[config.mk]
export PLATFORM = sky130hd
export DESIGN_NAME = bsb_ram
export DESIGN_NICKNAME = d
export VERILOG_FILES = /design/src/hw/rtl/bsb_ram.sv
export SDC_FILE = /design/constraint.sdc
export NUM_CORES = 2
export LEC_CHECK = 0
export BUFFER_PORTS_ARGS = -buffer_cell sky130_fd_sc_hd__buf_4
export CAP_MARGIN = 20
export CELL_PAD_IN_SITES_DETAIL_PLACEMENT = 1
export CELL_PAD_IN_SITES_GLOBAL_PLACEMENT = 2
export CORE_MARGIN = 10
export CORE_UTILIZATION = 54
export CTS_BUF_LIST = sky130_fd_sc_hd__clkbuf_8
export DETAILED_ROUTE_END_ITERATION = 10
export HOLD_SLACK_MARGIN = 0.08
export PLACE_DENSITY = 0.85
export SLEW_MARGIN = 0
export SYNTH_ARGS = -nofsm -noshare
export SYNTH_HDL_FRONTEND = slang
export SYNTH_SLANG_ARGS = --single-unit
[constraint.sdc]
create_clock -name clk -period 4 [get_ports clk]
set_input_delay 0.6 -clock clk [delete_from_list [all_inputs] [get_ports clk]]
set_output_delay 0.6 -clock clk [all_outputs]
set_load 0.02 [all_outputs]
[src/hw/rtl/bsb_ram.sv]
// generic single-port-write, single-read ram with registered read
// no dependencies
module bsb_ram #(
    parameter int WIDTH = 32,
    parameter int DEPTH = 64
) (
    input  logic                     clk,
    input  logic                     we,
    input  logic [$clog2(DEPTH)-1:0] waddr,
    input  logic [WIDTH-1:0]         wdata,
    input  logic [$clog2(DEPTH)-1:0] raddr,
    output logic [WIDTH-1:0]         rdata
);

    logic [WIDTH-1:0] mem [DEPTH];

    always_ff @(posedge clk)
    begin
        if (we)
            mem[waddr] <= wdata;
        rdata <= mem[raddr];
    end

endmodule

==> impl_results.md <==
* Power Density at a little under 500 nW/um^2
* Buf+Inv Stages, Crit Path at 3
* Worst clock skew at 0.08904 ns
* I/O Pins at 78
* DP HPWL at around 120 mm
* CTS Root Buffer Type: clkbuf_8
* Final period utilization at 70.38%
* Antenna Violating Nets Remaining at 0
* Num rows at 139
* Die width at 401.3 um
* Post-CTS Setup Bufs at 0
* Main synth FF type: edfxtp_1
* Worst slew pin tran at 1.113 ns
* Switching Power at 9.940 mW
* Reg2reg start: mem[16][1]
* Maximum fanout along the worst path at 17
* Core area at 144000 sq um
* DRC at 0
* Worst R2R Setup Slack at 1.38 ns
* Register area share after synthesis at 79.14%
* WS Path Type: input pin to register
* Share of layout cells above drive strength 1 at 32.24%
* Routability Congestion at 0.8107
* Synth warn at 0
* Worst Path Required at 4.80 ns
* Peak supply drop at about 0.33 mV
* First-pass GRT wire length at 316.8 mm
* Switching share of power at 22.79%
* Placed cell area at 82800 sq um
* Gr usage total at 27.69%
* Min-Delay Path Class: input pin to register
* Synth Area in Simple Gates at about 1.3%
* Vias per inst at 6.758
* EDFF count, synth at 2048
* CTS tree: done
* Internal power at 33.68 mW
* Reg2reg path depth at 4
* Num CTS Buffers at 339
* Clock group share of total power at 38.9%
* CP delay by family, top: multiplexers
* Max Transition Viols Final at 0
* Status: finished clean
* Async set-or-reset flop fraction in the synthesized netlist at 0%
* Crit. End Element: register
* Die H at ~400 um
* Rel. slew slack at 25.77%
* Mapped Area at 78520 sq um
* Crit-path max cell delay at 0.86 ns
* Share of power burned in registers at a little under three fifths
* Largest family of logic cells by synthesized area: multiplexers
* Setup crit end: rdata[1]
* TNS Setup at 0 ns
* DRT Wirelength at 224.6 mm
* Largest net degree at the start of global routing at 65
* Synth Net Count at 3370
* Syn Inst Count at about 3300
* Mux contribution to synthesized area at 16.79%
* Avg Inst Size Synth at 23.62 sq um
* RR Endpoint: rdata[1]
* Adder-cell share of the synthesized area at 0%
* Vias in the first global route at 41580
* Worst hold margin at 0.1696 ns
* Synth Register Bits at 2080
* Worst-case clock buffer depth at 4
* H-tree level count at 5
* Max-cap violation count at 0
* Drt pass-1 iters at 5
* DIE AREA at roughly 160000 sq um
* Initial Util at 54.52%
* Vias at around 40000
* Total leakage power at 28.24 nW
* Synth Area in Compound Gates at 1.673%
* Clk sinks at 2080
* Beginning of the critical path: raddr[0]
* Final hold vios at 0
* Nets at 3782
* RSZ-0062 raised after global routing: false
* Crit path DAT at 3.61 ns
* Finished Cell Area at 88910 sq um
* Levels on crit path at 7
* Synth Area in XOR/XNOR at 0%
* I/O Buffers at 77
* Final setup violation count at 0
* Initial drt markers at 5941
* Type of origin of the critical path: input pin
* CP Cell Sequence: buf_8 -> buf_4 -> buf_4 -> mux4_2 -> mux4_2 -> o22ai_1 -> nor2_1
* Period minus WS final at around 2.8 ns
* Layout Utilization at 61.74%
* GRT Residual Overflow at 0
* Peak Freq at 0.3552 GHz
* Area grow syn2layout at 13.24%
* Wire per inst at 38.21 um
* Worst-path clk slew at 0.06 ns
* Worst skew pair latency at about 1.0 ns
* Distinct cells, synth at 34
* Slowest cell on the critical path: o22ai_1
* Comb pwr share at under 10%
* Initial antenna violation count at 14
-- cell type report --
type,instances,area (sq um)
Clock buffer,368,5065
Sequential cell,2080,62140
Tap cell,1903,2381
Fill cell,11620,55090
Clock inverter,207,964.7
Multi-Input combinational cell,1062,15970
Timing Repair Buffer,253,2377
Antenna cell,6,15.01
-- stage by stage --
step	power, mW	instances	setup slack [ns]
finish	43.62	5879	1.185
global route	44.90	5874	1.046
CTS	43.85	5873	1.217
detailed placement	27.08	5291	0.1664
global placement	26.95	5291	0.2027
floorplan	25.87	3324	0.2402
-- state kept, by name, indices dropped and copies added, names as in the netlist --
| signal | count |
|---|---|
| rdata | 32 |
| mem | 2048 |
-- cell families after synthesis --
family / Yosys count
AO/OA/AOI/OAI: 202
buffers and inverters: 182
multiplexers: 637
AND/OR/NAND/NOR: 223
flip-flops: 2080
-- cell usage after synthesis, types with 25 or more instances --
| master | n | area, sq um |
|---|---|---|
| edfxtp_1 | 2048 | 61500 |
| nor2_1 | 137 | 514.2 |
| mux4_2 | 544 | 12250 |
| a21oi_1 | 62 | 310.3 |
| dfxtp_1 | 32 | 640.6 |
| buf_4 | 25 | 187.7 |
| mux2i_1 | 93 | 930.9 |
| o22ai_1 | 84 | 525.5 |
| nand2_1 | 26 | 97.59 |
| buf_2 | 57 | 285.3 |
| o221ai_1 | 27 | 236.5 |
| clkbuf_1 | 74 | 277.8 |
-- worst min path at each step --
stage | from | endpoint | depth (start not counted)
floorplan | mem[12][17] | rdata[17] | 4
global placement | mem[28][17] | rdata[17] | 4
detailed placement | mem[28][8] | rdata[8] | 4
CTS | wdata[8] | mem[51][8] | 1
global route | wdata[21] | mem[45][21] | 1
finish | wdata[21] | mem[47][21] | 1
-- metal layers --
metal	global-route usage, %	wire (um)	vias up
met5	0	40	-
met4	11.90	10600	6
met3	6.347	25980	571
met2	43.83	107600	2947
met1	37.26	80410	21100
li1	-	-	15110
-- power by group through the flow --
stage          logic [mW]  registers (mW)  clock network [mW]
4_1_cts              2.38            24.3                17.2
3_3_place_gp         2.25            24.7                   0
5_1_grt              2.49            24.3                18.2
6_report             2.38            24.3                17.0
3_5_place_dp         2.36            24.7                   0
2_1_floorplan        1.17            24.7                   0
-- what timing repair did --
action | CTS | global route
endpoints found under the setup margin | 0 | 0
endpoints found under the hold margin | 91 | 0
resized for setup | 0 | 0
hold buffers | 7 | 0
-- placed cells by master (no fill, tap or decap), drive strengths merged, types with 4 or more instances in the layout --
cell         netlist  layout
clkinv             0      97
dfxtp             32      32
o32ai              4       4
nor2b             15      15
a41o               4       4
clkinvlp           0       7
nand2b             8       8
mux4             544     544
o22ai             84      84
nor3               7       7
a21oi             62      62
a311oi             8       8
buf              108     246
nand3              5       5
inv                0      99
nand3b             5       5
o221ai            27      27
dlygate4sd3        0       7
a22oi             12      12
bufinv             0       4
clkbuf            74     368
and3               4       4
mux2i             93      93
diode              0       6
nor2             137     137
edfxtp          2048    2048
or3b               5       5
nand2             26      26
-- worst reg2reg max path, stage by stage (launching register included) --
cell and delay (ns):
edfxtp_1 0.39, mux4_2 0.47, mux4_2 0.50, o22ai_1 0.85, nor2_1 0.18
(Power assumes the default switching activity.)
