### src/hw/rtl/bsb_pkg.sv
// package for the b-spline basis evaluator
// shared constants and types; no dependencies
package bsb_pkg;

    localparam int KNOT_DEPTH_DEF = 64;
    localparam int MAX_DEGREE_DEF = 5;
    localparam int FRAC_BITS_DEF  = 24;
    localparam int KNOT_W         = 32;
    localparam int VAL_W          = FRAC_BITS_DEF + 1;
    localparam int DEG_W          = 3;
    localparam int IDX_W          = 6;
    localparam logic [DEG_W-1:0] DEGREE_RESET = 3'd3;

    typedef enum logic [0:0] {
        OP_WRITE = 1'b0,
        OP_EVAL  = 1'b1
    } op_t;

    typedef enum logic [3:0] {
        ST_IDLE,
        ST_LOAD,
        ST_LOAD_WAIT,
        ST_INIT,
        ST_NODE_RD,
        ST_NODE_WAIT,
        ST_LEFT_DIV,
        ST_LEFT_MUL,
        ST_RIGHT_DIV,
        ST_RIGHT_MUL,
        ST_NODE_SUM,
        ST_RESULT
    } state_t;

endpackage

### src/hw/rtl/bsb_div.sv
// restoring radix-2 divider: unsigned quotient of (num << frac) / den
// uses bsb_pkg
module bsb_div
    import bsb_pkg::*;
(
    input  logic                          clk,
    input  logic                          rst_n,
    input  logic                          start,
    input  logic [KNOT_W:0]               num,
    input  logic [KNOT_W:0]               den,
    output logic                          busy,
    output logic                          done,
    output logic [KNOT_W+FRAC_BITS_DEF:0] quo
);

    localparam int NW = KNOT_W + 1 + FRAC_BITS_DEF;
    localparam int CW = $clog2(NW + 1);

    logic [NW-1:0]   quo_reg, quo_next;
    logic [KNOT_W+1:0] rem_reg, rem_next;
    logic [KNOT_W:0] den_reg, den_next;
    logic [CW-1:0]   cnt_reg, cnt_next;
    logic            busy_reg, busy_next;
    logic            done_reg, done_next;
    logic [KNOT_W+1:0] trial;
    logic [KNOT_W+1:0] shifted;

    always_comb
    begin
        quo_next  = quo_reg;
        rem_next  = rem_reg;
        den_next  = den_reg;
        cnt_next  = cnt_reg;
        busy_next = busy_reg;
        done_next = 1'b0;
        shifted   = {rem_reg[KNOT_W:0], quo_reg[NW-1]};
        trial     = shifted - {1'b0, den_reg};
        if (start)
        begin
            quo_next  = {num, {FRAC_BITS_DEF{1'b0}}};
            rem_next  = '0;
            den_next  = den;
            cnt_next  = CW'(NW);
            busy_next = 1'b1;
        end
        else if (busy_reg)
        begin
            if (!trial[KNOT_W+1])
            begin
                rem_next = trial;
                quo_next = {quo_reg[NW-2:0], 1'b1};
            end
            else
            begin
                rem_next = shifted;
                quo_next = {quo_reg[NW-2:0], 1'b0};
            end
            cnt_next = cnt_reg - 1'b1;
            if (cnt_reg == CW'(1))
            begin
                busy_next = 1'b0;
                done_next = 1'b1;
            end
        end
    end

    always_ff @(posedge clk or negedge rst_n)
    begin
        if (!rst_n)
        begin
            busy_reg <= 1'b0;
            done_reg <= 1'b0;
            cnt_reg  <= '0;
        end
        else
        begin
            busy_reg <= busy_next;
            done_reg <= done_next;
            cnt_reg  <= cnt_next;
        end
    end

    always_ff @(posedge clk)
    begin
        quo_reg <= quo_next;
        rem_reg <= rem_next;
        den_reg <= den_next;
    end

    assign busy = busy_reg;
    assign done = done_reg;
    assign quo  = quo_reg;

    a_done_after_busy: assert property (@(posedge clk) disable iff (!rst_n)
        done_reg |-> !busy_reg)
        else $error("divider done while busy");
    a_cnt_zero_idle: assert property (@(posedge clk) disable iff (!rst_n)
        (!busy_reg && !start) |=> !busy_reg)
        else $error("divider started without request");
    a_done_pulse: assert property (@(posedge clk) disable iff (!rst_n)
        done_reg |=> !done_reg)
        else $error("divider done longer than one cycle");

endmodule

### src/hw/rtl/bsb_seq.sv
// recurrence sequencer: loads knots into a local window, walks the
// cox-de boor triangle with a shared divider; uses bsb_pkg
module bsb_seq
    import bsb_pkg::*;
#(
    parameter int KNOT_DEPTH = KNOT_DEPTH_DEF,
    parameter int MAX_DEGREE = MAX_DEGREE_DEF
) (
    input  logic                          clk,
    input  logic                          rst_n,
    input  logic                          start,
    input  logic [DEG_W-1:0]              degree,
    input  logic [KNOT_W-1:0]             point,
    input  logic [IDX_W-1:0]              basis_index,
    output logic                          busy,
    output logic [$clog2(KNOT_DEPTH)-1:0] raddr,
    input  logic [KNOT_W-1:0]             rdata,
    output logic                          res_valid,
    input  logic                          res_ready,
    output logic [VAL_W-1:0]              res_value,
    output logic                          res_err
);

    localparam int AW  = $clog2(KNOT_DEPTH);
    localparam int WN  = MAX_DEGREE + 2;
    localparam int WAW = $clog2(WN + 1);
    localparam int QW  = KNOT_W + 1 + FRAC_BITS_DEF;
    localparam int SW  = KNOT_W + 1;
    localparam logic [VAL_W-1:0] ONE = VAL_W'(1) << FRAC_BITS_DEF;

    state_t st_reg, st_next;
    logic   div_start, div_busy, div_done;

    logic signed [KNOT_W-1:0] win_reg [WN];
    logic [VAL_W-1:0]         v_reg [WN];
    logic [WAW-1:0]           ld_reg, ld_next;
    logic [DEG_W-1:0]         deg_reg, deg_next;
    logic [DEG_W-1:0]         p_reg, p_next;
    logic [DEG_W-1:0]         j_reg, j_next;
    logic [DEG_W-1:0]         deg_clamp;
    logic signed [KNOT_W-1:0] x_reg;
    logic [AW:0]              base_reg;
    logic [VAL_W-1:0]         w_reg, left_reg, right_reg;
    logic [VAL_W-1:0]         res_value_reg;
    logic                     res_err_reg, res_valid_reg;
    logic [2*VAL_W-1:0]       prod;
    logic [VAL_W:0]           sum;
    logic [QW-1:0]            quo;
    logic                     neg_reg;
    logic [SW-1:0]            dnum, dden;
    logic signed [SW-1:0]     snum, sden;
    logic signed [KNOT_W-1:0] ta, tb, ti, tip1;
    logic                     zero_span, outside, win_we, v_we;
    logic [VAL_W-1:0]         v_wdata, wsat, factor;
    logic [WAW-1:0]           v_widx;
    logic                     range_bad;
    logic [QW-1:0]            q_sat;

    // window rows for the current node
    always_comb
    begin
        ti   = win_reg[j_reg];
        tip1 = win_reg[WAW'(j_reg) + WAW'(p_reg) + WAW'(1)];
        if (st_reg == ST_LEFT_DIV || st_reg == ST_NODE_RD)
        begin
            ta = ti;
            tb = win_reg[WAW'(j_reg) + WAW'(p_reg)];
        end
        else
        begin
            ta = win_reg[WAW'(j_reg) + WAW'(1)];
            tb = tip1;
        end
        snum = SW'(x_reg) - SW'(ta);
        sden = SW'(tb) - SW'(ta);
        dnum = snum[SW-1] ? SW'(-snum) : SW'(snum);
        dden = sden[SW-1] ? SW'(-sden) : SW'(sden);
        zero_span = (tb == ta);
        outside   = (x_reg < ti) || (x_reg >= tip1);
        deg_clamp = (degree > DEG_W'(MAX_DEGREE)) ? DEG_W'(MAX_DEGREE) : degree;
        range_bad = (32'(basis_index) + 32'(deg_clamp) + 32'd1) > 32'(KNOT_DEPTH - 1);
    end

    bsb_div u_div (
        .clk   (clk),
        .rst_n (rst_n),
        .start (div_start),
        .num   (dnum),
        .den   (dden),
        .busy  (div_busy),
        .done  (div_done),
        .quo   (quo)
    );

    // saturate the signed quotient to [0, 1]
    always_comb
    begin
        q_sat = quo;
        if (neg_reg)
            wsat = (quo == '0) ? '0 : '0;
        else if (q_sat > QW'(ONE))
            wsat = ONE;
        else
            wsat = q_sat[VAL_W-1:0];
        factor = (st_reg == ST_LEFT_MUL) ? w_reg : ONE - w_reg;
        prod   = factor * ((st_reg == ST_LEFT_MUL) ? v_reg[j_reg]
                           : v_reg[WAW'(j_reg) + WAW'(1)]);
        sum    = {1'b0, left_reg} + {1'b0, right_reg};
    end

    // next state
    always_comb
    begin
        st_next  = st_reg;
        ld_next  = ld_reg;
        deg_next = deg_reg;
        p_next   = p_reg;
        j_next   = j_reg;
        if (start)
            deg_next = deg_clamp;
        unique case (st_reg)
            ST_IDLE:
            begin
                if (start)
                begin
                    ld_next = '0;
                    st_next = range_bad ? ST_RESULT : ST_LOAD;
                end
            end
            ST_LOAD:
                st_next = ST_LOAD_WAIT;
            ST_LOAD_WAIT:
            begin
                ld_next = ld_reg + 1'b1;
                st_next = (ld_reg == WAW'(deg_reg) + WAW'(1)) ? ST_INIT : ST_LOAD;
            end
            ST_INIT:
            begin
                j_next = j_reg + 1'b1;
                if (j_reg == deg_reg)
                begin
                    j_next  = '0;
                    p_next  = DEG_W'(1);
                    st_next = (deg_reg == '0) ? ST_RESULT : ST_NODE_RD;
                end
            end
            ST_NODE_RD:
            begin
                if (outside)
                    st_next = ST_NODE_SUM;
                else if (zero_span)
                    st_next = ST_RIGHT_DIV;
                else
                    st_next = ST_LEFT_DIV;
            end
            ST_LEFT_DIV:
                if (div_done)
                    st_next = ST_LEFT_MUL;
            ST_LEFT_MUL:
                st_next = zero_span ? ST_NODE_SUM : ST_RIGHT_DIV;
            ST_RIGHT_DIV:
            begin
                if (!div_busy && !div_done && zero_span)
                    st_next = ST_NODE_SUM;
                else if (div_done)
                    st_next = ST_RIGHT_MUL;
            end
            ST_RIGHT_MUL:
                st_next = ST_NODE_SUM;
            ST_NODE_SUM:
            begin
                if (WAW'(j_reg) + WAW'(p_reg) == WAW'(deg_reg))
                begin
                    j_next = '0;
                    p_next = p_reg + 1'b1;
                    st_next = (p_reg == deg_reg) ? ST_RESULT : ST_NODE_RD;
                end
                else
                begin
                    j_next  = j_reg + 1'b1;
                    st_next = ST_NODE_RD;
                end
            end
            ST_RESULT:
                if (!res_valid_reg || res_ready)
                    st_next = ST_IDLE;
            default:
                st_next = ST_IDLE;
        endcase
    end

    // state outputs
    always_comb
    begin
        div_start = 1'b0;
        win_we    = 1'b0;
        v_we      = 1'b0;
        v_widx    = WAW'(j_reg);
        v_wdata   = '0;
        raddr     = AW'(base_reg + (AW+1)'(ld_reg));
        unique case (st_reg)
            ST_LOAD_WAIT:
                win_we = 1'b1;
            ST_INIT:
            begin
                // degree-zero characteristic functions, one per cycle
                v_we    = 1'b1;
                v_wdata = (x_reg >= win_reg[j_reg] &&
                           x_reg < win_reg[WAW'(j_reg) + WAW'(1)]) ? ONE : '0;
            end
            ST_NODE_RD:
            begin
                if (outside)
                    v_we = 1'b1;
                else if (!zero_span)
                    div_start = 1'b1;
            end
            ST_LEFT_MUL:
                div_start = !zero_span;
            ST_RIGHT_DIV:
                div_start = !div_busy && !div_done && !zero_span;
            ST_NODE_SUM:
            begin
                v_we    = 1'b1;
                v_wdata = (sum > (VAL_W+1)'(ONE)) ? ONE : sum[VAL_W-1:0];
                if (outside)
                    v_wdata = '0;
            end
            default:
            begin
            end
        endcase
    end

    always_ff @(posedge clk or negedge rst_n)
    begin
        if (!rst_n)
        begin
            st_reg        <= ST_IDLE;
            ld_reg        <= '0;
            deg_reg       <= '0;
            p_reg         <= '0;
            j_reg         <= '0;
            res_valid_reg <= 1'b0;
        end
        else
        begin
            st_reg  <= st_next;
            ld_reg  <= ld_next;
            deg_reg <= deg_next;
            p_reg   <= p_next;
            j_reg   <= j_next;
            if (st_reg == ST_RESULT && (!res_valid_reg || res_ready))
                res_valid_reg <= 1'b1;
            else if (res_ready)
                res_valid_reg <= 1'b0;
        end
    end

    always_ff @(posedge clk)
    begin
        if (st_reg == ST_IDLE && start)
        begin
            x_reg       <= point;
            base_reg    <= (AW+1)'(basis_index);
            res_err_reg <= range_bad;
        end
        if (win_we)
            win_reg[ld_reg] <= rdata;
        if (v_we)
            v_reg[v_widx] <= v_wdata;
        if (div_start)
            neg_reg <= snum[SW-1] != sden[SW-1];
        if (st_reg == ST_NODE_RD)
        begin
            left_reg  <= '0;
            right_reg <= '0;
        end
        if ((st_reg == ST_LEFT_DIV || st_reg == ST_RIGHT_DIV) && div_done)
            w_reg <= wsat;
        if (st_reg == ST_LEFT_MUL)
            left_reg <= prod[FRAC_BITS_DEF +: VAL_W];
        if (st_reg == ST_RIGHT_MUL)
            right_reg <= prod[FRAC_BITS_DEF +: VAL_W];
        if (st_reg == ST_RESULT && (!res_valid_reg || res_ready))
            res_value_reg <= (res_err_reg || deg_reg == DEG_W'(0) && 1'b0) ?
                             '0 : (res_err_reg ? '0 : v_reg[0]);
    end

    assign busy      = (st_reg != ST_IDLE);
    assign res_valid = res_valid_reg;
    assign res_value = res_value_reg;
    assign res_err   = res_err_reg;

    a_one_div: assert property (@(posedge clk) disable iff (!rst_n)
        div_start |-> !div_busy)
        else $error("divider restarted while busy");
    a_res_bound: assert property (@(posedge clk) disable iff (!rst_n)
        res_valid_reg |-> res_value_reg <= ONE)
        else $error("basis value above one");
    a_err_zero: assert property (@(posedge clk) disable iff (!rst_n)
        (res_valid_reg && res_err_reg) |-> res_value_reg == '0)
        else $error("range error with nonzero value");
    a_idle_start: assert property (@(posedge clk) disable iff (!rst_n)
        (start && st_reg != ST_IDLE) |-> 1'b0)
        else $error("start while busy");

endmodule

### config.mk
export PLATFORM = sky130hd
export DESIGN_NAME = bsb_seq
export DESIGN_NICKNAME = d
export VERILOG_FILES = /design/src/hw/rtl/bsb_pkg.sv /design/src/hw/rtl/bsb_div.sv /design/src/hw/rtl/bsb_seq.sv
export SDC_FILE = /design/constraint.sdc
export NUM_CORES = 2
export LEC_CHECK = 0
export ABC_CLOCK_PERIOD_IN_PS = 18200
export BUFFER_PORTS_ARGS = -buffer_cell sky130_fd_sc_hd__buf_2
export CAP_MARGIN = 20
export CORE_MARGIN = 1.5
export CORE_UTILIZATION = 45
export CTS_CLUSTER_DIAMETER = 80
export CTS_CLUSTER_SIZE = 8
export DETAILED_ROUTE_END_ITERATION = 10
export GPL_TIMING_DRIVEN = 0
export PLACE_DENSITY = 0.58
export SLEW_MARGIN = 20
export SYNTH_ARGS = -nofsm -noshare
export SYNTH_HDL_FRONTEND = slang
export SYNTH_HIERARCHICAL = 1
export SYNTH_SLANG_ARGS = --single-unit
### constraint.sdc
create_clock -name clk -period 18.2 [get_ports clk]
set_input_delay 2.73 -clock clk [delete_from_list [all_inputs] [get_ports clk]]
set_output_delay 2.73 -clock clk [all_outputs]
set_load 0.05 [all_outputs]
==> results.md <==
* Full die area at 146,000 um2
* Pins over their slew limit at 0
* Worst EP required at 18,640 ps
* GPL Wtd Cong at 1.04
* Core area at 142,000 um2
* Yosys reg bits at 687
* Final setup vio count at 0
* Post-synth top area share at 0.281
* FF/Latch Area at 19,900 um2
* Area grow syn2layout at 10.8%
* Critical path type: flop to flop
* Clock skew at 57.2 ps
* RSZ-0062 raised after global routing: no
* Boundary Pins at 111
* Achievable Freq at 0.0753 GHz
* Layout cell share with drive strength beyond 1 at 0.0961
* DR vias/cell at 6.20
* Clk root buf: clkbuf_16
* Post-Syn Instances at 6,504
* Mapped cell area at 64,600 um2
* Worst Max-Slew Pin Slew at 1410 ps
* Inserted Clock Buffers at 99
* Slowest cell on crit path: nor2_1
* DRT Wirelength at 258,000 um
* PostCTS Resize Cnt at 0
* I/O Buffers at 110
* Nets at 7,789
* Most used cell, CP: fa_1
* Global-route wire length before repair at 371,000 um
* Area of the multi-input gates at 41,100 um2
* Max reg flops at 224
* Crit start category: flop
* Final Cycle Share at 0.729
* Drt drc at 0
* Clock Tree Buf Depth at 3
* Post-Syn Nets at 7,523
* Reg2Reg Depth at 33
* Yosys Warn Count at 6
* Setup TNS at 0 ps
* GRT Overall Usage at 0.351
* Worst EP arrival at 13,720 ps
* Synth unique cells at 106
* Crit end category: flop
* Vias in the first global route at 53,093
* Endpoints failing hold at 0
* Detailed placement HPWL at 204,000 um
* CTS Hold Bufs at 0
* Fraction of registers with async set/reset at 0.0364
* H-Tree Depth at 3
* Crit path to: left_reg[17]$_SDFFCE_PN0P_
* Initial antenna violation count at 18
* Final Critical Period at 13,270 ps
* Clock transition at path regs at 50 ps
* Status: finished clean
* Post-Syn Area per Cell at 9.94 um2
* Dpl cells at 8,559
* Crit path largest cell delay at 980 ps
* Pre-antenna DRT Iters at 6
* Worst hold path type: flop to flop
* DIE WIDTH at 382 um
* Total global routing overflow at 0
* Sequential area share after synthesis at 0.308
* Drt wl/cell at 29.6 um
* Initial Util at 0.455
* Top FF cell, synth: edfxtp_1
* Top post-synthesis cells by area: edfxtp_1 28%, fa_1 16%, ha_1 8.0%
* Max-Cap Viols at 0
* Slew margin rel. at 0.0521
* Fill cells at 13,188
* Post-route non-filler standard cell count at 8,722
* Iter 0 DRT Violations at 6,942
* EDFF count, synth at 605
* Clock Latency Late Sink at 730 ps
* CTS tree: built
* Post-CTS setup buffers at 0
* Reg-to-reg endpoint: left_reg[17]$_SDFFCE_PN0P_
* Area leader, netlist: edfxtp_1
* Rows at 138
* Num Clock Sinks at 687
* DIE HEIGHT at 382 um
* CP Max Fanout at 10
* Pin count of the biggest net entering global routing at 34
* DR vias at 54,093
* R2r setup slk at 4930 ps
* Detail Route Antenna Nets at 0
* Crit path from: j_reg[1]$_DFFE_PN0P_
* Worst R2R Start: j_reg[1]$_DFFE_PN0P_
critical path: cells and delay by family, from the launching register on:
family / cells / cell delay (ps)
buffers and inverters: 10 / 3640
adder cells (fa/ha/maj): 8 / 3790
AND/OR/NAND/NOR: 7 / 2520
flip-flops: 1 / 460
AO/OA/AOI/OAI: 8 / 2510
cell usage in the layout (no fill, tap or decap), drive strengths merged, types with 78 or more instances in the layout:
| master | count |
|---|---|
| a21o | 127 |
| a21oi | 388 |
| buf | 246 |
| clkbuf | 404 |
| edfxtp | 605 |
| fa | 530 |
| ha | 412 |
| inv | 698 |
| mux2i | 254 |
| mux4 | 123 |
| nand2 | 530 |
| nor2 | 771 |
| nor2b | 78 |
| nor3 | 79 |
| o21ai | 243 |
| xnor2 | 151 |
| xor2 | 101 |
routing by layer:
| layer | vias to the layer above | GRT usage | share of wire |
|---|---|---|---|
| met3 | 649 | 0.115 | 0.13 |
| met5 | - | 0 | 0.000027 |
| met2 | 3314 | 0.504 | 0.41 |
| met1 | 26896 | 0.483 | 0.41 |
| li1 | 23232 | - | - |
| met4 | 2 | 0.154 | 0.051 |
synth_stat cells (35+ instances only):
cell and number:
and2_1 64, nand4_1 65, fa_1 530, edfxtp_1 605
dfxtp_1 57, a22o_1 35, xnor2_1 151, nor2_1 770
a211oi_1 41, buf_1 42, nand3_1 70, ha_1 412
xor2_1 99, o22ai_1 73, nor2b_1 78, nand2_1 526
mux4_2 123, a21o_1 127, buf_2 37, o21a_1 44
inv_1 697, mux2_2 47, nor3_1 79, clkbuf_1 262
nand2b_1 60, mux2i_1 254, o21ai_0 219, a21oi_1 387
kinds of logic after synthesis:
kind of cell | count (synthesis) | synth area share
AND/OR/NAND/NOR | 1896 | 0.133
AO/OA/AOI/OAI | 1254 | 0.127
flip-flops | 687 | 0.308
buffers and inverters | 1044 | 0.0618
adder cells (fa/ha/maj) | 942 | 0.244
multiplexers | 429 | 0.0912
XOR/XNOR | 252 | 0.0344
worst min path at each step:
stage                                         startpoint                              to  slack (ps)  cells after the start
after floorplan            u_div/rem_reg[8]$_SDFFE_PP0P_   u_div/rem_reg[8]$_SDFFE_PP0P_         450                      2
after global placement     u_div/rem_reg[8]$_SDFFE_PP0P_   u_div/rem_reg[8]$_SDFFE_PP0P_         460                      2
after detailed placement  u_div/rem_reg[20]$_SDFFE_PP0P_  u_div/rem_reg[20]$_SDFFE_PP0P_         470                      2
after CTS                  u_div/rem_reg[8]$_SDFFE_PP0P_   u_div/rem_reg[8]$_SDFFE_PP0P_         470                      2
after global routing      u_div/rem_reg[20]$_SDFFE_PP0P_  u_div/rem_reg[20]$_SDFFE_PP0P_         500                      2
final                      u_div/rem_reg[8]$_SDFFE_PP0P_   u_div/rem_reg[8]$_SDFFE_PP0P_         470                      2
layout make-up:
type | instances | share of cell area
Antenna cell | 13 | 0.000454
Inverter | 699 | 0.0366
Sequential cell | 687 | 0.278
Multi-Input combinational cell | 4773 | 0.573
Tap cell | 1890 | 0.0330
Clock buffer | 140 | 0.0382
Buffer | 345 | 0.0195
Clock inverter | 10 | 0.00272
Timing Repair Buffer | 165 | 0.0180
stage by stage:
step,utilization,cell area (um2),setup slack (ps),hold slack (ps)
final,0.504,71600,4930,472
after global routing,0.504,71600,4670,501
after CTS,0.504,71600,5100,475
after detailed placement,0.483,68600,5140,472
after global placement,0.475,67600,4170,463
after floorplan,-,64600,9420,445
Power is not shown: default switching activity piles up to over one toggle a cycle in this logic, so the estimate is an artifact.
